--- config.mk ---
export PLATFORM = sky130hd
export DESIGN_NAME = channel_weighted_pixel_sum_unit_flat
export DESIGN_NICKNAME = d
export VERILOG_FILES = /design/src/design/cwps_pkg.sv /design/src/design/cwps_stream_if.sv /design/src/design/cwps_ram.sv /design/src/design/channel_weighted_pixel_sum_unit.sv /design/src/flat_wrapper.sv
export VERILOG_INCLUDE_DIRS = /design/src /design/src/design
export SDC_FILE = /design/constraint.sdc
export NUM_CORES = 2
export LEC_CHECK = 0
export BUFFER_PORTS_ARGS = -buffer_cell sky130_fd_sc_hd__buf_2
export CAP_MARGIN = 15
export CELL_PAD_IN_SITES_DETAIL_PLACEMENT = 0
export CELL_PAD_IN_SITES_GLOBAL_PLACEMENT = 1
export CORE_UTILIZATION = 48
export CTS_CLUSTER_SIZE = 25
export DETAILED_ROUTE_END_ITERATION = 8
export PLACE_DENSITY_LB_ADDON = 0.15
export SLEW_MARGIN = 25
export SYNTH_ARGS = -nofsm -noshare
export SYNTH_HDL_FRONTEND = slang
export SYNTH_SLANG_ARGS = --single-unit
--- constraint.sdc ---
create_clock -name clk -period 6.4 [get_ports clk]
set_input_delay 0.32 -clock clk [delete_from_list [all_inputs] [get_ports clk]]
set_output_delay 0.32 -clock clk [all_outputs]
set_load 0.01 [all_outputs]
--- src/design/channel_weighted_pixel_sum_unit_assert.svh ---
// Assertion macros for the channel weighted pixel sum unit.
`ifndef CHANNEL_WEIGHTED_PIXEL_SUM_UNIT_ASSERT_SVH
`define CHANNEL_WEIGHTED_PIXEL_SUM_UNIT_ASSERT_SVH

// Same-cycle implication, checked on clk outside reset.
`define CWPS_ASSERT_NOW(label, ante, cons) \
  label: assert property (@(posedge clk) disable iff (rst) (ante) |-> (cons)) \
    else $error("cwps: same-cycle check failed");

// Next-cycle implication, checked on clk outside reset.
`define CWPS_ASSERT_NEXT(label, ante, cons) \
  label: assert property (@(posedge clk) disable iff (rst) (ante) |=> (cons)) \
    else $error("cwps: next-cycle check failed");

`endif

--- src/design/cwps_pkg.sv ---
// Package with sizes, codes and helper types of the channel weighted pixel sum unit.
`default_nettype none
package cwps_pkg;
  localparam int MAX_CHANNELS = 64;
  localparam int DATA_WIDTH   = 16;
  localparam int CH_W         = 6;
  localparam int CFG_W        = 7;
  localparam int ACC_W        = 40;
  localparam int PROD_W       = 2 * DATA_WIDTH;
  localparam int ADDR_W       = (MAX_CHANNELS > 1) ? $clog2(MAX_CHANNELS) : 1;
  localparam int LIM_W        = $clog2(MAX_CHANNELS + 1);
  localparam int CNT_W        = (LIM_W > CFG_W) ? LIM_W : CFG_W;
  localparam logic [CFG_W-1:0] CFG_RESET = CFG_W'(64);

  localparam logic OP_LOAD   = 1'b0;
  localparam logic OP_SAMPLE = 1'b1;

  // Per-beat control travelling with a sample through the pipeline.
  typedef struct packed {
    logic valid;
    logic first;
    logic last;
  } beat_ctrl_t;
endpackage
`default_nettype wire

--- src/design/cwps_stream_if.sv ---
// Stream interfaces for sample beats in and weighted sums out.
`default_nettype none
interface cwps_sample_if;
  logic                                  valid;
  logic                                  ready;
  logic                                  op;
  logic [cwps_pkg::CH_W-1:0]             channel_index;
  logic signed [cwps_pkg::DATA_WIDTH-1:0] value_word;

  modport source (output valid, output op, output channel_index, output value_word,
                  input ready);
  modport sink (input valid, input op, input channel_index, input value_word,
                output ready);
endinterface

interface cwps_result_if;
  logic                              valid;
  logic                              ready;
  logic signed [cwps_pkg::ACC_W-1:0] weighted_sum;

  modport source (output valid, output weighted_sum, input ready);
  modport sink (input valid, input weighted_sum, output ready);
endinterface
`default_nettype wire

--- src/design/cwps_ram.sv ---
// Generic single-write, single-read RAM with registered read data.
`default_nettype none
module cwps_ram #(
  parameter int WIDTH = 16,
  parameter int DEPTH = 64,
  localparam int AW = (DEPTH > 1) ? $clog2(DEPTH) : 1
) (
  input  wire logic             clk,
  input  wire logic             we,
  input  wire logic [AW-1:0]    waddr,
  input  wire logic [WIDTH-1:0] wdata,
  input  wire logic             re,
  input  wire logic [AW-1:0]    raddr,
  output logic      [WIDTH-1:0] rdata
);
  logic [WIDTH-1:0] mem [DEPTH];

  always_ff @(posedge clk) begin
    if (we) begin
      mem[waddr] <= wdata;
    end
    if (re) begin
      rdata <= mem[raddr];
    end
  end
endmodule
`default_nettype wire

--- src/design/channel_weighted_pixel_sum_unit.sv ---
// A beat's sum (last channel) passes stage 1, stage 2 and the result register.
// Throughput: one beat per cycle, loads and samples alike, unless a finished sum waits
// on the result side; set by the single multiply stage and the one 40-bit accumulate stage.
// Reset: clears pipeline valids, output valid and accumulator, sets channels_in_use to 64;
// the coefficient table is not cleared and holds nothing until loaded.
// Top level: coefficient table, multiply stage, accumulate stage and result register.
`default_nettype none
`include "channel_weighted_pixel_sum_unit_assert.svh"
module channel_weighted_pixel_sum_unit (
  input  wire logic                          clk,
  input  wire logic                          rst,
  input  wire logic                          cfg_wr_en,
  input  wire logic [cwps_pkg::CFG_W-1:0]    cfg_wr_data,
  cwps_sample_if.sink                        sample,
  cwps_result_if.source                      result
);
  logic [cwps_pkg::CFG_W-1:0]  channels_in_use;
  logic [cwps_pkg::CNT_W-1:0]  used;
  logic [cwps_pkg::CNT_W-1:0]  ch_wide;
  logic                        in_acc;
  logic                        keep;
  logic                        load_ok;

  cwps_pkg::beat_ctrl_t                   s1;
  logic signed [cwps_pkg::DATA_WIDTH-1:0] val1;
  logic [cwps_pkg::DATA_WIDTH-1:0]        coef1;
  cwps_pkg::beat_ctrl_t                   s2;
  logic signed [cwps_pkg::PROD_W-1:0]     prod2;
  logic [cwps_pkg::ACC_W-1:0]             acc;
  logic [cwps_pkg::ACC_W-1:0]             acc_next;
  logic                                   out_valid;
  logic [cwps_pkg::ACC_W-1:0]             out_sum;

  logic out_free;
  logic adv1;
  logic adv2;
  logic ready1;
  logic ready2;

  // Register above the table size acts as the table size.
  always_comb begin
    if (cwps_pkg::CNT_W'(channels_in_use) > cwps_pkg::CNT_W'(cwps_pkg::MAX_CHANNELS)) begin
      used = cwps_pkg::CNT_W'(cwps_pkg::MAX_CHANNELS);
    end else begin
      used = cwps_pkg::CNT_W'(channels_in_use);
    end
  end

  assign ch_wide = cwps_pkg::CNT_W'(sample.channel_index);
  assign in_acc  = sample.valid && sample.ready;
  assign keep    = (sample.op == cwps_pkg::OP_SAMPLE) && (ch_wide < used);
  assign load_ok = (sample.op == cwps_pkg::OP_LOAD) &&
                   (ch_wide < cwps_pkg::CNT_W'(cwps_pkg::MAX_CHANNELS));

  // Backpressure: only a finished sum waits on the result side.
  assign out_free = !out_valid || result.ready;
  assign adv2     = s2.valid && (!s2.last || out_free);
  assign ready2   = !s2.valid || adv2;
  assign adv1     = s1.valid && ready2;
  assign ready1   = !s1.valid || adv1;
  assign sample.ready = ready1;

  always_ff @(posedge clk) begin
    if (rst) begin
      channels_in_use <= cwps_pkg::CFG_RESET;
    end else if (cfg_wr_en) begin
      channels_in_use <= cfg_wr_data;
    end
  end

  cwps_ram #(
    .WIDTH (cwps_pkg::DATA_WIDTH),
    .DEPTH (cwps_pkg::MAX_CHANNELS)
  ) u_coef_ram (
    .clk   (clk),
    .we    (in_acc && load_ok),
    .waddr (cwps_pkg::ADDR_W'(sample.channel_index)),
    .wdata (sample.value_word),
    .re    (in_acc && keep),
    .raddr (cwps_pkg::ADDR_W'(sample.channel_index)),
    .rdata (coef1)
  );

  // Stage 1: sample beat alongside its coefficient read.
  always_ff @(posedge clk) begin
    if (rst) begin
      s1 <= '0;
    end else if (ready1) begin
      s1.valid <= in_acc && keep;
      s1.first <= (ch_wide == '0);
      s1.last  <= (ch_wide == used - 1'b1);
    end
  end

  always_ff @(posedge clk) begin
    if (ready1 && in_acc && keep) begin
      val1 <= sample.value_word;
    end
  end

  // Stage 2: exact product.
  always_ff @(posedge clk) begin
    if (rst) begin
      s2 <= '0;
    end else if (ready2) begin
      s2 <= adv1 ? s1 : '0;
    end
  end

  always_ff @(posedge clk) begin
    if (adv1) begin
      prod2 <= $signed(coef1) * val1;
    end
  end

  // Stage 3: accumulate, restart on channel 0, capture on the last channel.
  always_comb begin
    if (s2.first) begin
      acc_next = cwps_pkg::ACC_W'(prod2);
    end else begin
      acc_next = acc + cwps_pkg::ACC_W'(prod2);
    end
  end

  always_ff @(posedge clk) begin
    if (rst) begin
      acc <= '0;
    end else if (adv2) begin
      acc <= acc_next;
    end
  end

  always_ff @(posedge clk) begin
    if (rst) begin
      out_valid <= 1'b0;
    end else if (adv2 && s2.last) begin
      out_valid <= 1'b1;
    end else if (result.ready) begin
      out_valid <= 1'b0;
    end
  end

  always_ff @(posedge clk) begin
    if (adv2 && s2.last) begin
      out_sum <= acc_next;
    end
  end

  assign result.valid        = out_valid;
  assign result.weighted_sum = out_sum;

  `CWPS_ASSERT_NEXT(a_kept_sample_enters, in_acc && keep, s1.valid)
  `CWPS_ASSERT_NEXT(a_acc_holds_when_idle, !adv2, $stable(acc))
  `CWPS_ASSERT_NEXT(a_last_beat_held, s2.valid && s2.last && !out_free,
                    s2.valid && s2.last && $stable(prod2))
  `CWPS_ASSERT_NOW(a_stall_only_on_full_output, !sample.ready,
                   s1.valid && s2.valid && s2.last && out_valid)
endmodule
`default_nettype wire
--- src/flat_wrapper.sv ---
// flat-port wrapper written by rule: the top's interface ports become plain ports
module channel_weighted_pixel_sum_unit_flat 
  (clk, rst, cfg_wr_en, cfg_wr_data, sample_valid, sample_op, sample_channel_index, sample_value_word, sample_ready, result_valid, result_weighted_sum, result_ready);
  cwps_sample_if sample_i ();
  cwps_result_if result_i ();
  input  wire logic clk;
  input  wire logic rst;
  input  wire logic cfg_wr_en;
  input  wire logic [cwps_pkg::CFG_W-1:0] cfg_wr_data;
  input wire logic [$bits(sample_i.valid)-1:0] sample_valid;
  input wire logic [$bits(sample_i.op)-1:0] sample_op;
  input wire logic [$bits(sample_i.channel_index)-1:0] sample_channel_index;
  input wire logic [$bits(sample_i.value_word)-1:0] sample_value_word;
  output wire logic [$bits(sample_i.ready)-1:0] sample_ready;
  output wire logic [$bits(result_i.valid)-1:0] result_valid;
  output wire logic [$bits(result_i.weighted_sum)-1:0] result_weighted_sum;
  input wire logic [$bits(result_i.ready)-1:0] result_ready;
  assign sample_i.valid = sample_valid;
  assign sample_i.op = sample_op;
  assign sample_i.channel_index = sample_channel_index;
  assign sample_i.value_word = sample_value_word;
  assign sample_ready = sample_i.ready;
  assign result_valid = result_i.valid;
  assign result_weighted_sum = result_i.weighted_sum;
  assign result_i.ready = result_ready;
  channel_weighted_pixel_sum_unit u_core (.clk(clk), .rst(rst), .cfg_wr_en(cfg_wr_en), .cfg_wr_data(cfg_wr_data), .sample(sample_i), .result(result_i));
endmodule
==> run_results.csv <==
group,metric,value,unit
timing,max_freq,163,MHz
power_and_ir_drop,clock_network_fraction_of_design_power,24.3,%
die,fp.dieArea,115000,sq um
cts,clock_slew_at_reported_path_ffs,0.06,ns
worst_setup_path,timing.critical_path.slowest_cell_delay,0.59,ns
worst_setup_path,reg2regPathDepth,20,
drt,dr_wl_met2,75000,um
logic_synthesis,yosys.area.top_type_share,62.1,%
global_routing,global_route.usage.total,26.0,%
cts,cts_max_level,3,
worst_setup_path,worstPathMaxFanout,8,
timing,worst_hold_slack,0.0322,ns
logic_synthesis,synth_seq_cells,1182,
timing,setup_repair_after_global_routing_missed_its_margin,"yes",
logic_synthesis,synth_top_flop_cell,"edfxtp_1",
worst_setup_path,cp-start-kind,"flop",
timing,finalCriticalPeriod,6.13,ns
cts,numCtsBuffers,118,
worst_setup_path,worst_path_arrival,6.56,ns
worst_setup_path,timing.rr.start,"u_core.val1[1]",
logic_synthesis,synth_enable_flop_cells,1128,
drt,drt-initial-drc-count,3069,
logic_synthesis,yosysMostFrequentCell,"edfxtp_1",
global_routing,global_route_wire_length_before_repair,221000,um
hold_path,holdCritPathClass,"in -> reg",
worst_setup_path,crit_path_cell_chain,"buf_6, nand2_1, fa_1, fa_1, fa_1, fa_1, inv_1, fa_1, fa_1, ha_4, buf_4, and4_1, a221oi_2, a31o_2, a21oi_4, a221o_1, a41oi_2, o21ai_1, a21oi_2, xnor2_1",
place,dp_hpwl,95600,um
power_and_ir_drop,power.share.switching,34.1,%
logic_synthesis,ys_warn_count,0,
worst_setup_path,worst_path_required_time,6.83,ns
timing,report.final.setup_viol,0,
logic_synthesis,netlist.top_cell.by_area,"edfxtp_1",
logic_synthesis,synth-async-reset-ratio,0,%
die,die_x,339,um
drt,met3_length,9280,um
timing,timing.setup.tns,0,ns
timing,slew_violations,0,
logic_synthesis,ys_top_cells_by_count,"1,128 x edfxtp_1, 386 x a22oi_1, 299 x inv_1",
worst_setup_path,endpoint_kind,"flop",
worst_setup_path,critical_path_class,"reg -> reg",
power_and_ir_drop,total_switching_power,9.38,mW
worst_setup_path,worst-r2r-setup-slack,0.27,ns
hold_path,min_to,"u_core.channels_in_use[3]",
timing,timing.clock.skew,0.0605,ns
layout,area_growth,13.4,%
layout,final_layout_size_suffix_gt1_share,12.5,%
drt,number_of_iterations_in_the_first_detailed_routing_pass,5,
power_and_ir_drop,power.combinational.fraction,41.8,%
global_routing,grt-ovfl-total,0,
logic_synthesis,synth_area_leaders,"edfxtp_1 62%, fa_1 9.7%, a22oi_1 5.3%",
drt,detail_route.drc_violations,0,
logic_synthesis,syn-cell-area,54500,sq um
job,maxCapViolCount,0,
drt,postRouteAntennaNets,0,
timing,period_share,95.7,%
worst_setup_path,reg2reg_to,"u_core.prod2[30]",
place,weighted_congestion_at_the_end_of_routability_driven_global_placement,0.850,
hold_path,min_delay_path_depth,3,
worst_setup_path,worst_path_max_delay_cell,"edfxtp_1",
die,coreArea,113000,sq um
die,floorplan.die.height,339,um
power_and_ir_drop,static-leakage-power,21.8,nW
timing,worstMarginPinSlew,1.11,ns
power_and_ir_drop,power-per-cell-area,445,nW/um^2
drt,route.vias.total,32700,
power_and_ir_drop,seq_power_share,34.0,%
cts,clock_latency_on_the_worst_skew_pair,0.73,ns
logic_synthesis,synth_sequential_area_ratio,64.1,%
drt,top_layer,"met4",
drt,route.detailed.vias_per_inst,5.85,
place,buffer_ports.inserted,76,
cts,numClockSinks,1182,
die,top_level_ports,77,
hold_path,hold_path_startpoint,"cfg_wr_en",
global_routing,grt_antenna_before_repair,2,
global_routing,grt_pass1_vias,32900,
run_status,run_status,"finished, final reports clean",
logic_synthesis,number_of_cells_produced_by_synthesis,3770,
drt,routedWlPerCell,26.8,um
timing,timing.slew.headroom,25.6,%
drt,overall_routed_net_length,150000,um
cts,clk_path_buf_depth,3,
power_and_ir_drop,cell_internal_pwr,18.1,mW
cts,cts_root_buffer,"clkbuf_16",
cts,tritoncts,"built",
layout,finish.net_count,4425,
drt,drt-met1-wl,61400,um
logic_synthesis,synth.avg_cell_area,14.5,sq um
worst_setup_path,crit_top_cell,"fa_1",
timing,timing_hold_violations_final,0,
die,std_cell_rows,123,
die,floorplan.initialDensity,48.4,%
logic_synthesis,yosys.cell_types.count,77,
logic_synthesis,synth_fp_nets,4196,
global_routing,grt_max_degree,75,
power_and_ir_drop,ir_drop,597,uV
cells by family (layout without fill, tap and decap cells):
group	count (synthesis)	after routing	synth area share, %
compound gates	913	913	12.3
xor+xnor	74	74	1.19
fa+ha+maj	391	391	12.6
buf+inv	500	820	3.46
flops	1182	1182	64.1
mux	12	12	0.225
other cells	0	3	0
simple gates	698	698	6.20
critical path: cells and delay by family (launching register included):
family / cells / cell delay (ns)
AOI/OAI and AO/OA: 7 / 1.36
xor gates and xnor gates: 1 / 0.07
adders and majority gates: 7 / 3.18
buffers and inverters: 3 / 0.39
DFF: 1 / 0.59
and+or+nand+nor: 2 / 0.29
per-stage QoR:
stage	total power, mW	utilization (%)	setup slack, ns	instance area [sq um]	std cells
after floorplan	17.4	-	0.359	54500	3770
after CTS	27.6	54.8	0.0645	61700	5580
after global routing	29.5	54.9	-0.0103	61900	5590
after detailed placement	20.9	51.4	0.0619	57900	5358
final	27.5	54.9	0.274	61900	5593
after global placement	20.8	51.4	0.150	57900	5358
layout by cell type (no fill, tap or decap), types with 7 or more instances in the layout:
cell type,count
buf_2,76
a22oi_1,386
clkinv_1,28
o21ai_0,78
a211oi_1,8
nor4_1,20
nor2b_1,12
buf_4,206
xor2_1,30
nand4_1,26
clkinvlp_4,8
clkbuf_16,120
dfxtp_1,53
mux2i_1,10
clkinv_2,12
a22o_1,63
a41oi_1,45
fa_1,262
nor2_1,160
o21ai_1,7
nor3_1,27
bufinv_16,8
a21o_1,30
clkbuf_1,26
buf_12,13
nand3_1,27
nand2_1,221
nand2b_1,21
and2_1,131
xnor2_1,44
ha_1,126
and3_1,8
inv_1,299
dlygate4sd3_1,11
edfxtp_1,1128
a21oi_1,90
a221oi_1,63
a31oi_1,73
o21a_1,9
how the worst max path moves through the flow:
stage,start,to
2_1_floorplan,u_core.u_coef_ram.rdata[15],u_core.prod2[30]
3_5_place_dp,u_core.val1[1],u_core.prod2[30]
3_3_place_gp,u_core.val1[1],u_core.prod2[30]
5_1_grt,u_core.val1[1],u_core.prod2[31]
6_report,u_core.val1[1],u_core.prod2[30]
4_1_cts,u_core.val1[1],u_core.prod2[30]
state kept, by name, indices dropped and copies added (netlist names):
register,flops
u_core.acc,40
u_core.channels_in_use,7
u_core.prod2,32
u_core.result.valid,1
u_core.result.weighted_sum,40
u_core.s1,3
u_core.s2,3
u_core.u_coef_ram.mem,1024
u_core.u_coef_ram.rdata,16
u_core.val1,16
power groups by stage:
| stage | clock network [mW] | logic, mW | registers (mW) |
|---|---|---|---|
| CTS | 6.76 | 11.5 | 9.35 |
| global placement | 0 | 11.3 | 9.51 |
| global route | 7.05 | 13.1 | 9.35 |
| detailed placement | 0 | 11.4 | 9.51 |
| floorplan | 0 | 7.95 | 9.40 |
| finish | 6.68 | 11.5 | 9.34 |
routing by layer:
metal | global-route usage, % | vias up
met5 | 0 | -
met4 | 7.38 | 0
met3 | 3.23 | 205
met2 | 44.6 | 1126
met1 | 34.8 | 16700
li1 | - | 14700
repair_timing:
| item | 4_1_cts | 5_1_grt |
|---|---|---|
| endpoints found under the hold margin | 9 | 0 |
| endpoints found under the setup margin | 0 | 6 |
| hold buffers | 11 | 0 |
| gates resized for setup | 0 | 14 |
| setup buffers | 0 | 10 |
cell type report:
class | count | area (sq um)
Sequential cell | 1182 | 35000
Inverter | 299 | 1120
Multi-Input combinational cell | 2088 | 17800
Tap cell | 1500 | 1880
Fill cell | 9293 | 50800
Timing Repair Buffer | 310 | 2340
Clock buffer | 147 | 3110
Antenna cell | 3 | 7.51
Clock inverter | 64 | 612
No activity file was read; power rests on OpenSTA's default activity.
